## src/hdl/gys_pkg.sv

```systemverilog
// Package for the gimbal yaw/pitch servo step block: types, profile tables, constants.
// No dependencies.
`default_nettype none
package gys_pkg;
  localparam int AngleFracBits = 12;
  localparam int FiltFracBits = 14;
  localparam int Ffx = 8;
  localparam int Ix = 7;
  localparam int DampSh = AngleFracBits - 6 + FiltFracBits;

  typedef enum logic [1:0] {PROF_NORMAL = 2'd0, PROF_MID = 2'd1, PROF_HIGH = 2'd2} profile_t;

  typedef enum logic [2:0] {
    ST_IDLE, ST_PREP, ST_FFMUL, ST_ALPHA, ST_INT, ST_DAMP, ST_DONE
  } state_t;

  localparam logic [2:0] CFG_MID_ENTER  = 3'd0;
  localparam logic [2:0] CFG_MID_EXIT   = 3'd1;
  localparam logic [2:0] CFG_HIGH_ENTER = 3'd2;
  localparam logic [2:0] CFG_HIGH_EXIT  = 3'd3;
  localparam logic [2:0] CFG_IWIN       = 3'd4;
  localparam logic [2:0] CFG_FFNEG      = 3'd5;

  localparam logic signed [17:0] PI_Q = 18'sd12868;
  localparam logic signed [17:0] TWO_PI_Q = 18'sd25736;
  localparam logic signed [17:0] PITCH_UP = 18'sd1434;
  localparam logic signed [17:0] PITCH_DOWN = -18'sd1843;
  localparam logic [15:0] LEAK_Q = 16'd16302;

  typedef struct packed {
    logic [15:0] deadband;
    logic [15:0] damp;
    logic [15:0] ffgain;
    logic [23:0] fflim;
    logic [23:0] ffstep;
    logic [15:0] alpha;
    logic [15:0] igain;
    logic [23:0] ilim;
  } prof_k_t;

  function automatic prof_k_t prof_k(input logic [1:0] p);
    prof_k_t k;
    case (p)
      PROF_MID: begin
        k = '{16'd20, 16'd1258, 16'd35226, 24'd3768320, 24'd32768, 16'd524, 16'd3020, 24'd73400};
      end
      PROF_HIGH: begin
        k = '{16'd18, 16'd1468, 16'd37683, 24'd4587520, 24'd39322, 16'd492, 16'd3607, 24'd94372};
      end
      default: begin
        k = '{16'd16, 16'd0, 16'd32768, 24'd3276800, 24'd26214, 16'd655, 16'd2307, 24'd52429};
      end
    endcase
    return k;
  endfunction
endpackage
`default_nettype wire

```

## src/hdl/gys_if.sv

```systemverilog
// Valid/ready channel interfaces for the servo step block.
// Depends on nothing.
`default_nettype none
interface gys_in_if;
  logic valid;
  logic ready;
  logic enable;
  logic signed [15:0] yaw_target, gimbal_yaw, motor_yaw, chassis_rate, gimbal_rate;
  logic signed [15:0] pitch_target, gimbal_pitch, motor_pitch;
  modport source (output valid, enable, yaw_target, gimbal_yaw, motor_yaw, chassis_rate,
                  gimbal_rate, pitch_target, gimbal_pitch, motor_pitch, input ready);
  modport sink (input valid, enable, yaw_target, gimbal_yaw, motor_yaw, chassis_rate,
                gimbal_rate, pitch_target, gimbal_pitch, motor_pitch, output ready);
endinterface

interface gys_out_if;
  logic valid;
  logic ready;
  logic signed [15:0] yaw_drive, yaw_feedforward;
  logic signed [11:0] pitch_drive;
  logic [1:0] profile;
  logic profile_changed, drive_valid;
  modport source (output valid, yaw_drive, yaw_feedforward, pitch_drive, profile,
                  profile_changed, drive_valid, input ready);
  modport sink (input valid, yaw_drive, yaw_feedforward, pitch_drive, profile,
                profile_changed, drive_valid, output ready);
endinterface
`default_nettype wire

```

## src/hdl/gys_sermul.sv

```systemverilog
// Shift-add serial multiplier, two multiplier bits per cycle, signed multiplicand a, unsigned multiplier b.
// Depends on gys_pkg.
`default_nettype none
module gys_sermul
  import gys_pkg::*;
(
  input  wire logic clk,
  input  wire logic rst_n,
  input  wire logic start,
  input  wire logic signed [25:0] a,
  input  wire logic [15:0] b,
  output logic done,
  output logic signed [42:0] p
);
  logic signed [42:0] acc_r, acc_nxt;
  logic signed [42:0] mc_r, mc_nxt;
  logic [15:0] mb_r, mb_nxt;
  logic [3:0] cnt_r, cnt_nxt;
  logic busy_r, busy_nxt;
  logic signed [42:0] add;

  always_comb begin
    add = (mb_r[0] ? mc_r : 43'sd0) + (mb_r[1] ? (mc_r <<< 1) : 43'sd0);
    acc_nxt = acc_r;
    mc_nxt = mc_r;
    mb_nxt = mb_r;
    cnt_nxt = cnt_r;
    busy_nxt = busy_r;
    if (start) begin
      acc_nxt = '0;
      mc_nxt = 43'(a);
      mb_nxt = b;
      cnt_nxt = 4'd0;
      busy_nxt = 1'b1;
    end else if (busy_r) begin
      acc_nxt = acc_r + add;
      mc_nxt = mc_r <<< 2;
      mb_nxt = mb_r >> 2;
      cnt_nxt = cnt_r + 4'd1;
      if (cnt_r == 4'd7) busy_nxt = 1'b0;
    end
  end

  always_ff @(posedge clk) begin
    if (!rst_n) begin
      busy_r <= 1'b0;
      cnt_r <= '0;
    end else begin
      busy_r <= busy_nxt;
      cnt_r <= cnt_nxt;
    end
    acc_r <= acc_nxt;
    mc_r <= mc_nxt;
    mb_r <= mb_nxt;
  end

  assign done = busy_r && (cnt_r == 4'd7);
  assign p = acc_r + add;
endmodule
`default_nettype wire

```

## src/hdl/gimbal_yaw_pitch_servo_step_core.sv

```systemverilog
// Top level of the gimbal yaw/pitch servo step block.
// Depends on gys_pkg, gys_if and gys_sermul.
//
// Usage: one input transaction per control tick on in_ch (valid/ready). Each
// transaction yields exactly one result transaction on out_ch.
// An enabled tick runs four products (feedforward gain, filter alpha,
// integrator gain or leak, rate damping) through one serial multiplier that
// retires two bits per cycle. A disabled tick skips the products and goes
// from ST_PREP straight to ST_DONE.
// One tick is processed at a time; in_ch.ready is high only while the core
// is idle and the output register is empty, so no new tick is accepted
// until the last result has been taken. The result sits in an output
// register until taken; while the receiver stalls, no new transaction is
// accepted. Reset clears profile, feedforward and integrator state and
// reloads the configuration registers with their defaults. Configuration
// is written through the APB-style cfg_ port, by the user only while the
// core is idle; the block itself does not enforce this.
`default_nettype none
module gimbal_yaw_pitch_servo_step_core
  import gys_pkg::*;
#(
  parameter int CfgAddrWidth = 5
) (
  input  wire logic clk,
  input  wire logic rst_n,
  gys_in_if.sink in_ch,
  gys_out_if.source out_ch,
  input  wire logic cfg_psel,
  input  wire logic cfg_penable,
  input  wire logic cfg_pwrite,
  input  wire logic [CfgAddrWidth-1:0] cfg_paddr,
  input  wire logic [31:0] cfg_pwdata,
  output logic [31:0] cfg_prdata,
  output logic cfg_pready
);
  logic [14:0] mid_en_r, mid_ex_r, hi_en_r, hi_ex_r, iwin_r;
  logic ffneg_r;
  logic [2:0] cidx;
  assign cidx = 3'(cfg_paddr >> 2);
  assign cfg_pready = 1'b1;

  always_ff @(posedge clk) begin
    if (!rst_n) begin
      mid_en_r <= 15'd4480; mid_ex_r <= 15'd3520; hi_en_r <= 15'd7680;
      hi_ex_r <= 15'd5760; iwin_r <= 15'd983; ffneg_r <= 1'b0;
    end else if (cfg_psel && cfg_penable && cfg_pwrite && (cfg_paddr >> 5) == 0) begin
      case (cidx)
        CFG_MID_ENTER: mid_en_r <= cfg_pwdata[14:0];
        CFG_MID_EXIT: mid_ex_r <= cfg_pwdata[14:0];
        CFG_HIGH_ENTER: hi_en_r <= cfg_pwdata[14:0];
        CFG_HIGH_EXIT: hi_ex_r <= cfg_pwdata[14:0];
        CFG_IWIN: iwin_r <= cfg_pwdata[14:0];
        CFG_FFNEG: ffneg_r <= cfg_pwdata[0];
        default: ;
      endcase
    end
  end

  always_comb begin
    case (cidx)
      CFG_MID_ENTER: cfg_prdata = {17'd0, mid_en_r};
      CFG_MID_EXIT: cfg_prdata = {17'd0, mid_ex_r};
      CFG_HIGH_ENTER: cfg_prdata = {17'd0, hi_en_r};
      CFG_HIGH_EXIT: cfg_prdata = {17'd0, hi_ex_r};
      CFG_IWIN: cfg_prdata = {17'd0, iwin_r};
      CFG_FFNEG: cfg_prdata = {31'd0, ffneg_r};
      default: cfg_prdata = '0;
    endcase
  end

  state_t st_r, st_nxt;
  logic [1:0] prof_r, prof_nxt;
  logic chg_r, chg_nxt;
  logic signed [23:0] ff_r, ff_nxt;
  logic signed [23:0] ig_r, ig_nxt;
  logic signed [17:0] err_r, err_nxt;
  logic signed [15:0] cr_r, gr_r, my_r;
  logic signed [17:0] pit_r;
  logic en_r;
  logic ileak_r, ileak_nxt;
  logic signed [15:0] o_yaw_r, o_ff_r;
  logic signed [11:0] o_pit_r;
  logic [1:0] o_prof_r;
  logic o_chg_r, o_dv_r, o_valid_r;
  logic signed [15:0] o_yaw_nxt, o_ff_nxt;
  prof_k_t k, kn;
  logic accept, mstart, mdone;
  logic signed [25:0] ma;
  logic [15:0] mb;
  logic signed [42:0] mp;

  assign k = prof_k(prof_r);
  assign kn = prof_k(prof_nxt);
  assign accept = in_ch.valid && in_ch.ready;
  assign in_ch.ready = (st_r == ST_IDLE) && !o_valid_r;

  gys_sermul u_mul (.clk(clk), .rst_n(rst_n), .start(mstart), .a(ma), .b(mb),
                    .done(mdone), .p(mp));

  function automatic logic signed [42:0] rnd(input logic signed [42:0] v, input int s);
    logic signed [42:0] t;
    t = v + (43'sd1 <<< (s - 1));
    return t >>> s;
  endfunction

  always_comb begin
    st_nxt = st_r;
    case (st_r)
      ST_IDLE: if (accept) st_nxt = ST_PREP;
      ST_PREP: st_nxt = en_r ? ST_FFMUL : ST_DONE;
      ST_FFMUL: if (mdone) st_nxt = ST_ALPHA;
      ST_ALPHA: if (mdone) st_nxt = ST_INT;
      ST_INT: if (mdone) st_nxt = ST_DAMP;
      ST_DAMP: if (mdone) st_nxt = ST_DONE;
      ST_DONE: st_nxt = ST_IDLE;
      default: st_nxt = ST_IDLE;
    endcase
  end

  logic [15:0] acr;
  logic signed [17:0] e0, e1, ae;
  logic signed [24:0] d;
  logic signed [23:0] ffs, t43;
  logic signed [42:0] r0, ysum;
  logic signed [23:0] ai;

  always_comb begin
    prof_nxt = prof_r; chg_nxt = chg_r; ff_nxt = ff_r; ig_nxt = ig_r;
    err_nxt = err_r; ileak_nxt = ileak_r;
    o_yaw_nxt = o_yaw_r; o_ff_nxt = o_ff_r;
    mstart = 1'b0; ma = '0; mb = '0;
    acr = cr_r[15] ? 16'(-cr_r) : 16'(cr_r);
    e0 = '0; e1 = '0; ae = '0; d = '0; ffs = '0; t43 = '0; r0 = '0; ysum = '0; ai = '0;
    case (st_r)
      ST_PREP: begin
        if (!en_r) begin
          ff_nxt = '0; ig_nxt = '0; chg_nxt = 1'b0;
          o_yaw_nxt = '0; o_ff_nxt = '0;
        end else begin
          chg_nxt = 1'b1;
          if (prof_r != PROF_HIGH && acr >= {1'b0, hi_en_r}) prof_nxt = PROF_HIGH;
          else if (prof_r == PROF_HIGH && acr <= {1'b0, hi_ex_r})
            prof_nxt = (acr >= {1'b0, mid_en_r}) ? PROF_MID : PROF_NORMAL;
          else if (prof_r == PROF_NORMAL && acr >= {1'b0, mid_en_r}) prof_nxt = PROF_MID;
          else if (prof_r == PROF_MID && acr <= {1'b0, mid_ex_r}) prof_nxt = PROF_NORMAL;
          else chg_nxt = 1'b0;
          mstart = 1'b1;
          ma = 26'(cr_r);
          mb = kn.ffgain;
          e0 = err_r;
          if (e0 > PI_Q) e1 = e0 - TWO_PI_Q;
          else if (e0 < -PI_Q) e1 = e0 + TWO_PI_Q;
          else e1 = e0;
          ae = e1[17] ? -e1 : e1;
          if (ae < 18'(kn.deadband)) e1 = '0;
          err_nxt = e1;
        end
      end
      ST_FFMUL: if (mdone) begin
        r0 = rnd(mp, FiltFracBits - Ffx);
        if (ffneg_r) r0 = -r0;
        if (r0 > $signed(43'(k.fflim))) r0 = $signed(43'(k.fflim));
        else if (r0 < -$signed(43'(k.fflim))) r0 = -$signed(43'(k.fflim));
        d = 25'(r0) - 25'(ff_r);
        if (d > $signed(k.ffstep)) d = 25'(k.ffstep);
        else if (d < -$signed(k.ffstep)) d = -25'(k.ffstep);
        ffs = ff_r + 24'(d);
        ff_nxt = ffs;
        mstart = 1'b1;
        ma = 26'(r0) - 26'(ffs);
        mb = k.alpha;
      end
      ST_ALPHA: if (mdone) begin
        ff_nxt = ff_r + 24'(rnd(mp, FiltFracBits));
        ae = err_r[17] ? -err_r : err_r;
        ileak_nxt = !(ae < 18'(iwin_r));
        mstart = 1'b1;
        if (ileak_nxt) begin
          ai = ig_r[23] ? -ig_r : ig_r;
          ma = 26'(ai);
          mb = LEAK_Q;
        end else begin
          ma = 26'(err_r);
          mb = k.igain;
        end
      end
      ST_INT: if (mdone) begin
        if (ileak_r) begin
          t43 = 24'(mp >>> FiltFracBits);
          ig_nxt = ig_r[23] ? -t43 : t43;
        end else begin
          r0 = 43'(ig_r) + rnd(mp, FiltFracBits);
          if (r0 > $signed(43'(k.ilim))) r0 = $signed(43'(k.ilim));
          else if (r0 < -$signed(43'(k.ilim))) r0 = -$signed(43'(k.ilim));
          ig_nxt = 24'(r0);
        end
        mstart = 1'b1;
        ma = 26'(gr_r);
        mb = k.damp;
      end
      ST_DAMP: if (mdone) begin
        ysum = 43'(my_r) + 43'(err_r) + rnd(43'(ig_r), Ix) - rnd(mp, FiltFracBits);
        if (ysum > 43'sd32767) o_yaw_nxt = 16'sh7fff;
        else if (ysum < -43'sd32768) o_yaw_nxt = -16'sd32768;
        else o_yaw_nxt = 16'(ysum);
        r0 = rnd(43'(ff_r), Ffx);
        if (r0 > 43'sd32767) o_ff_nxt = 16'sh7fff;
        else if (r0 < -43'sd32768) o_ff_nxt = -16'sd32768;
        else o_ff_nxt = 16'(r0);
      end
      default: ;
    endcase
  end

  logic signed [17:0] pe;
  assign pe = 18'(in_ch.motor_pitch) - (18'(in_ch.pitch_target) - 18'(in_ch.gimbal_pitch));

  always_ff @(posedge clk) begin
    if (!rst_n) begin
      st_r <= ST_IDLE; prof_r <= '0; ff_r <= '0; ig_r <= '0;
      o_valid_r <= 1'b0; chg_r <= 1'b0; ileak_r <= 1'b0;
    end else begin
      st_r <= st_nxt; prof_r <= prof_nxt; ff_r <= ff_nxt; ig_r <= ig_nxt;
      chg_r <= chg_nxt; ileak_r <= ileak_nxt;
      if (st_r == ST_DONE) o_valid_r <= 1'b1;
      else if (out_ch.ready) o_valid_r <= 1'b0;
    end
    o_yaw_r <= o_yaw_nxt; o_ff_r <= o_ff_nxt;
    if (accept) begin
      en_r <= in_ch.enable; cr_r <= in_ch.chassis_rate; gr_r <= in_ch.gimbal_rate;
      my_r <= in_ch.motor_yaw;
      err_r <= 18'(in_ch.yaw_target) - 18'(in_ch.gimbal_yaw);
      if (pe > PITCH_UP) pit_r <= PITCH_UP;
      else if (pe < PITCH_DOWN) pit_r <= PITCH_DOWN;
      else pit_r <= pe;
    end else begin
      err_r <= err_nxt;
    end
    if (st_r == ST_DONE) begin
      o_prof_r <= prof_r; o_chg_r <= chg_r && en_r; o_dv_r <= en_r;
      o_pit_r <= en_r ? 12'(pit_r) : '0;
    end
  end

  assign out_ch.valid = o_valid_r;
  assign out_ch.yaw_drive = o_yaw_r;
  assign out_ch.yaw_feedforward = o_ff_r;
  assign out_ch.pitch_drive = o_pit_r;
  assign out_ch.profile = o_prof_r;
  assign out_ch.profile_changed = o_chg_r;
  assign out_ch.drive_valid = o_dv_r;
endmodule
`default_nettype wire

```

## src/flat_wrapper.sv

```systemverilog
// flat-port wrapper written by rule: the top's interface ports become plain ports
module gimbal_yaw_pitch_servo_step_core_flat import gys_pkg::*;
#(
  parameter int CfgAddrWidth = 5
)
  (clk, rst_n, cfg_psel, cfg_penable, cfg_pwrite, cfg_paddr, cfg_pwdata, cfg_prdata, cfg_pready, in_ch_valid, in_ch_enable, in_ch_yaw_target, in_ch_gimbal_yaw, in_ch_motor_yaw, in_ch_chassis_rate, in_ch_gimbal_rate, in_ch_pitch_target, in_ch_gimbal_pitch, in_ch_motor_pitch, in_ch_ready, out_ch_valid, out_ch_yaw_drive, out_ch_yaw_feedforward, out_ch_pitch_drive, out_ch_profile, out_ch_profile_changed, out_ch_drive_valid, out_ch_ready);
  gys_in_if in_ch_i ();
  gys_out_if out_ch_i ();
  input  wire logic clk;
  input  wire logic rst_n;
  input  wire logic cfg_psel;
  input  wire logic cfg_penable;
  input  wire logic cfg_pwrite;
  input  wire logic [CfgAddrWidth-1:0] cfg_paddr;
  input  wire logic [31:0] cfg_pwdata;
  output logic [31:0] cfg_prdata;
  output logic cfg_pready;
  input wire logic [$bits(in_ch_i.valid)-1:0] in_ch_valid;
  input wire logic [$bits(in_ch_i.enable)-1:0] in_ch_enable;
  input wire logic [$bits(in_ch_i.yaw_target)-1:0] in_ch_yaw_target;
  input wire logic [$bits(in_ch_i.gimbal_yaw)-1:0] in_ch_gimbal_yaw;
  input wire logic [$bits(in_ch_i.motor_yaw)-1:0] in_ch_motor_yaw;
  input wire logic [$bits(in_ch_i.chassis_rate)-1:0] in_ch_chassis_rate;
  input wire logic [$bits(in_ch_i.gimbal_rate)-1:0] in_ch_gimbal_rate;
  input wire logic [$bits(in_ch_i.pitch_target)-1:0] in_ch_pitch_target;
  input wire logic [$bits(in_ch_i.gimbal_pitch)-1:0] in_ch_gimbal_pitch;
  input wire logic [$bits(in_ch_i.motor_pitch)-1:0] in_ch_motor_pitch;
  output wire logic [$bits(in_ch_i.ready)-1:0] in_ch_ready;
  output wire logic [$bits(out_ch_i.valid)-1:0] out_ch_valid;
  output wire logic [$bits(out_ch_i.yaw_drive)-1:0] out_ch_yaw_drive;
  output wire logic [$bits(out_ch_i.yaw_feedforward)-1:0] out_ch_yaw_feedforward;
  output wire logic [$bits(out_ch_i.pitch_drive)-1:0] out_ch_pitch_drive;
  output wire logic [$bits(out_ch_i.profile)-1:0] out_ch_profile;
  output wire logic [$bits(out_ch_i.profile_changed)-1:0] out_ch_profile_changed;
  output wire logic [$bits(out_ch_i.drive_valid)-1:0] out_ch_drive_valid;
  input wire logic [$bits(out_ch_i.ready)-1:0] out_ch_ready;
  assign in_ch_i.valid = in_ch_valid;
  assign in_ch_i.enable = in_ch_enable;
  assign in_ch_i.yaw_target = in_ch_yaw_target;
  assign in_ch_i.gimbal_yaw = in_ch_gimbal_yaw;
  assign in_ch_i.motor_yaw = in_ch_motor_yaw;
  assign in_ch_i.chassis_rate = in_ch_chassis_rate;
  assign in_ch_i.gimbal_rate = in_ch_gimbal_rate;
  assign in_ch_i.pitch_target = in_ch_pitch_target;
  assign in_ch_i.gimbal_pitch = in_ch_gimbal_pitch;
  assign in_ch_i.motor_pitch = in_ch_motor_pitch;
  assign in_ch_ready = in_ch_i.ready;
  assign out_ch_valid = out_ch_i.valid;
  assign out_ch_yaw_drive = out_ch_i.yaw_drive;
  assign out_ch_yaw_feedforward = out_ch_i.yaw_feedforward;
  assign out_ch_pitch_drive = out_ch_i.pitch_drive;
  assign out_ch_profile = out_ch_i.profile;
  assign out_ch_profile_changed = out_ch_i.profile_changed;
  assign out_ch_drive_valid = out_ch_i.drive_valid;
  assign out_ch_i.ready = out_ch_ready;
  gimbal_yaw_pitch_servo_step_core #(.CfgAddrWidth(CfgAddrWidth)) u_core (.clk(clk), .rst_n(rst_n), .in_ch(in_ch_i), .out_ch(out_ch_i), .cfg_psel(cfg_psel), .cfg_penable(cfg_penable), .cfg_pwrite(cfg_pwrite), .cfg_paddr(cfg_paddr), .cfg_pwdata(cfg_pwdata), .cfg_prdata(cfg_prdata), .cfg_pready(cfg_pready));
endmodule
```

## config.mk

```make
export PLATFORM = sky130hd
export DESIGN_NAME = gimbal_yaw_pitch_servo_step_core_flat
export DESIGN_NICKNAME = d
export VERILOG_FILES = /design/src/hdl/gys_pkg.sv /design/src/hdl/gys_if.sv /design/src/hdl/gys_sermul.sv /design/src/hdl/gimbal_yaw_pitch_servo_step_core.sv /design/src/flat_wrapper.sv
export SDC_FILE = /design/constraint.sdc
export NUM_CORES = 2
export LEC_CHECK = 0
export CAP_MARGIN = 20
export CELL_PAD_IN_SITES_DETAIL_PLACEMENT = 1
export CELL_PAD_IN_SITES_GLOBAL_PLACEMENT = 1
export CORE_ASPECT_RATIO = 0.7
export CORE_MARGIN = 8
export CORE_UTILIZATION = 40
export DETAILED_ROUTE_END_ITERATION = 7
export DONT_BUFFER_PORTS = 1
export GPL_TIMING_DRIVEN = 0
export PLACE_DENSITY_LB_ADDON = 0.1
export SLEW_MARGIN = 40
export SYNTH_ARGS = -nofsm -noshare
export SYNTH_HDL_FRONTEND = slang
export SYNTH_SLANG_ARGS = --single-unit
```

## constraint.sdc

```tcl
create_clock -name clk -period 17.4 [get_ports clk]
set_input_delay 3.48 -clock clk [delete_from_list [all_inputs] [get_ports clk]]
set_output_delay 3.48 -clock clk [all_outputs]
set_load 0.01 [all_outputs]
```

==> flow_summary.ini <==
[yosys]
synth.avg_cell_area_um2 = 7.981
synth_edf_count = 185
synth.distinct_cells = 123
synth_top_area_share_pct = 13.50
netlist_area_um2 = 41150
async_flop_share_pct = 0
ys_seq_area_share_pct = 22.26
ys_ff_latch = 365
synthFlopType = edfxtp_1
synth_warnings = 0
synth_largest_area_cell = edfxtp_1
yosys-top-cells-area = edfxtp_1 (13%), ha_1 (13%), dfxtp_1 (8.8%), xnor2_1 (6.6%), nand2_1 (4.9%)
synth_cells = 5156

[clock_network]
cts_tree = built
clock_path_buffers = 3
clk_pin_slew_ns = 0.06
cts_sinks = 365
cts.htree.levels = 2
clock_latency_ns = 0.64
ctsHoldBuffers = 0
cts_inserted_buffers = 45
cts-root-buf = clkbuf_16

[timing]
rsz0062_at_grt = yes
hold_viol_final = 0
postLayoutSetupSlackWorst_ns = -1.663
worst-slew-pin-transition_ns = 0.9930
setup_viol = 28
slew_violations = 0
period_share_pct = 109.6
maxSlewHeadroom_pct = 33.56
max_freq_mhz = 52.46
min_period_ns = 19.06
clock_skew_ns = 0.05168

[final_layout]
final_cell_mix = nand2_1 (509), inv_1 (444), ha_1 (399)
fillerInstances = 12212
final_common_cell = nand2_1
area_growth_pct = 18.81
fin_util_pct = 47.93
drive_gt1_share_pct = 14.88
nets = 6142

[worst_setup_path]
cpMaxStageDelayCell = fa_1
critPathKind = reg -> reg
slowest_delay_ns = 0.47
start_kind = register
cp_max_fo = 6
cpLargestDelayFamily = compound AO/OA/AOI/OAI gates
rrSetupSlack_ns = -1.66
critPathRequiredTime_ns = 17.78
cp.arrival_ns = 19.45
path_common_cell = a21oi_2
crit_buf_inv = 21
crit_path_end_kind = register

[floorplan]
die_area_um2 = 113600
coreArea_um2 = 102000
top_level_ports = 256
dieHeight_um = 284.4
die_w_um = 399.4
std_cell_rows = 98
start_util_pct = 40.34

[grt]
grt_overflow_total = 0
antenna_found_initial = 16
grt_pass1_wl_um = 273500
grt_usage_pct = 31.41
grt_max_degree = 38
grt_pass1_vias = 41258

[routing]
final_antenna_net_count = 0
routed-via-count = 41727
drt_iter0_markers = 4086
drc = 0
dr.pass1.iters = 8
routed_wl_um = 187600
vias_per_cell = 6.092
post_drt_wl_per_cell_um = 27.38

[outcome]
outcome = finished, violations left
violations = negative setup slack

[hold_path]
hold_class = reg -> reg

[placement]
gp_congestion = 0.9906
hpwl_um = 148300
io_buffers = 0

[job]
maxCapViolCount = 0
metrics by stage:
stage | cells | TNS [ns] | hold WS, ns | setup WS, ns | area [µm²]
3_3_place_gp | 6541 | -178.57 | 0.4328 | -5.461 | 43090
4_1_cts | 6789 | -19.22 | 0.4521 | -1.027 | 47650
6_report | 6850 | -35.20 | 0.4567 | -1.663 | 48890
3_5_place_dp | 6545 | -184.16 | 0.4442 | -5.251 | 43460
5_1_grt | 6841 | -56.69 | 0.4780 | -2.363 | 48870
2_1_floorplan | 5191 | 0 | 0.4244 | 0.01584 | 41400
sequential cells by signal (all words and copies together), names as in the netlist, 2 cells and up:
register                       count
u_core.hi_ex_r                    15
u_core.u_mul.acc_r                43
u_core.out_ch.yaw_feedforward     16
u_core.st_r                        3
u_core.out_ch.profile              2
u_core.hi_en_r                    15
u_core.u_mul.mc_r                 43
u_core.ig_r                       24
u_core.err_r                      18
u_core.prof_r                      2
u_core.gr_r                       16
u_core.my_r                       16
u_core.out_ch.yaw_drive           16
u_core.mid_en_r                   15
u_core.u_mul.mb_r                 15
u_core.u_mul.cnt_r                 4
u_core.out_ch.pitch_drive         12
u_core.cr_r                       16
u_core.mid_ex_r                   15
u_core.iwin_r                     15
u_core.pit_r                      12
u_core.ff_r                       24
worst paths after layout:
| check | startpoint | end | cells past startpoint |
|---|---|---|---|
| min reg2reg | u_core.en_r | u_core.out_ch.drive_valid | 0 |
| min | u_core.en_r | u_core.out_ch.drive_valid | 0 |
| max | u_core.u_mul.mb_r[0] | u_core.u_mul.mc_r[25] | 110 |
| max reg2reg | u_core.u_mul.mb_r[0] | u_core.u_mul.mc_r[25] | 110 |
logic make-up after synthesis:
group | after synthesis | share of synthesized area (%)
AND/OR/NAND/NOR | 1688 | 20.33
AO/OA/AOI/OAI | 1415 | 22.86
buffers and inverters | 694 | 6.707
adder cells (fa/ha/maj) | 518 | 17.25
XOR/XNOR | 393 | 8.520
flip-flops | 365 | 22.26
multiplexers | 81 | 2.058
other | 2 | 0.01825
final cells by class:
type	instances	area [µm²]	area share, %
multi-input combinational	4132	31740	64.92
sequential	365	9159	18.73
timing repair buffer	222	1814	3.711
inverter	461	1760	3.601
tap	1350	1689	3.455
clock buffer	53	1187	2.429
buffer	229	1170	2.393
clock inverter	29	347.8	0.7114
antenna	9	22.52	0.04606
per-layer routing:
layer | global-route usage, % | vias up | share of wire (%)
met1 | 46.71 | 20854 | 47
met4 | 7.257 | 4 | 2.8
met3 | 6.947 | 290 | 9.3
li1 | - | 18933 | -
met2 | 45.77 | 1646 | 41
met5 | 0 | - | 0.014
timing repair:
| item | 4_1_cts | 5_1_grt |
|---|---|---|
| gates cloned | 3 | 0 |
| resized for setup | 276 | 157 |
| buffers inserted | 162 | 53 |
| endpoints found under the setup margin | 63 | 43 |
| pin swaps | 141 | 139 |
synthesized netlist by cell type (37+ instances only):
cell      instances
nor2_1          361
xor2_1           77
a22oi_1          37
o31ai_1          38
nand4_1          66
nand2b_1         81
nand2_1         536
xnor2_1         309
dfxtp_1         180
a21o_1           90
clkbuf_1        162
nor2b_1          70
and3_1           43
o21ai_0         303
edfxtp_1        185
a21oi_1         341
nand3_1         105
and2_1          122
a21boi_0         91
or3_1            50
o21a_1           50
o211ai_1         52
mux2i_1          72
ha_1            429
o21bai_1         53
a31oi_1          45
fa_1             84
nor3_1           99
inv_1           454
Power is left out: the tool's default activity adds up to more than one toggle a clock period on the data nets, which glitch-free logic cannot reach.
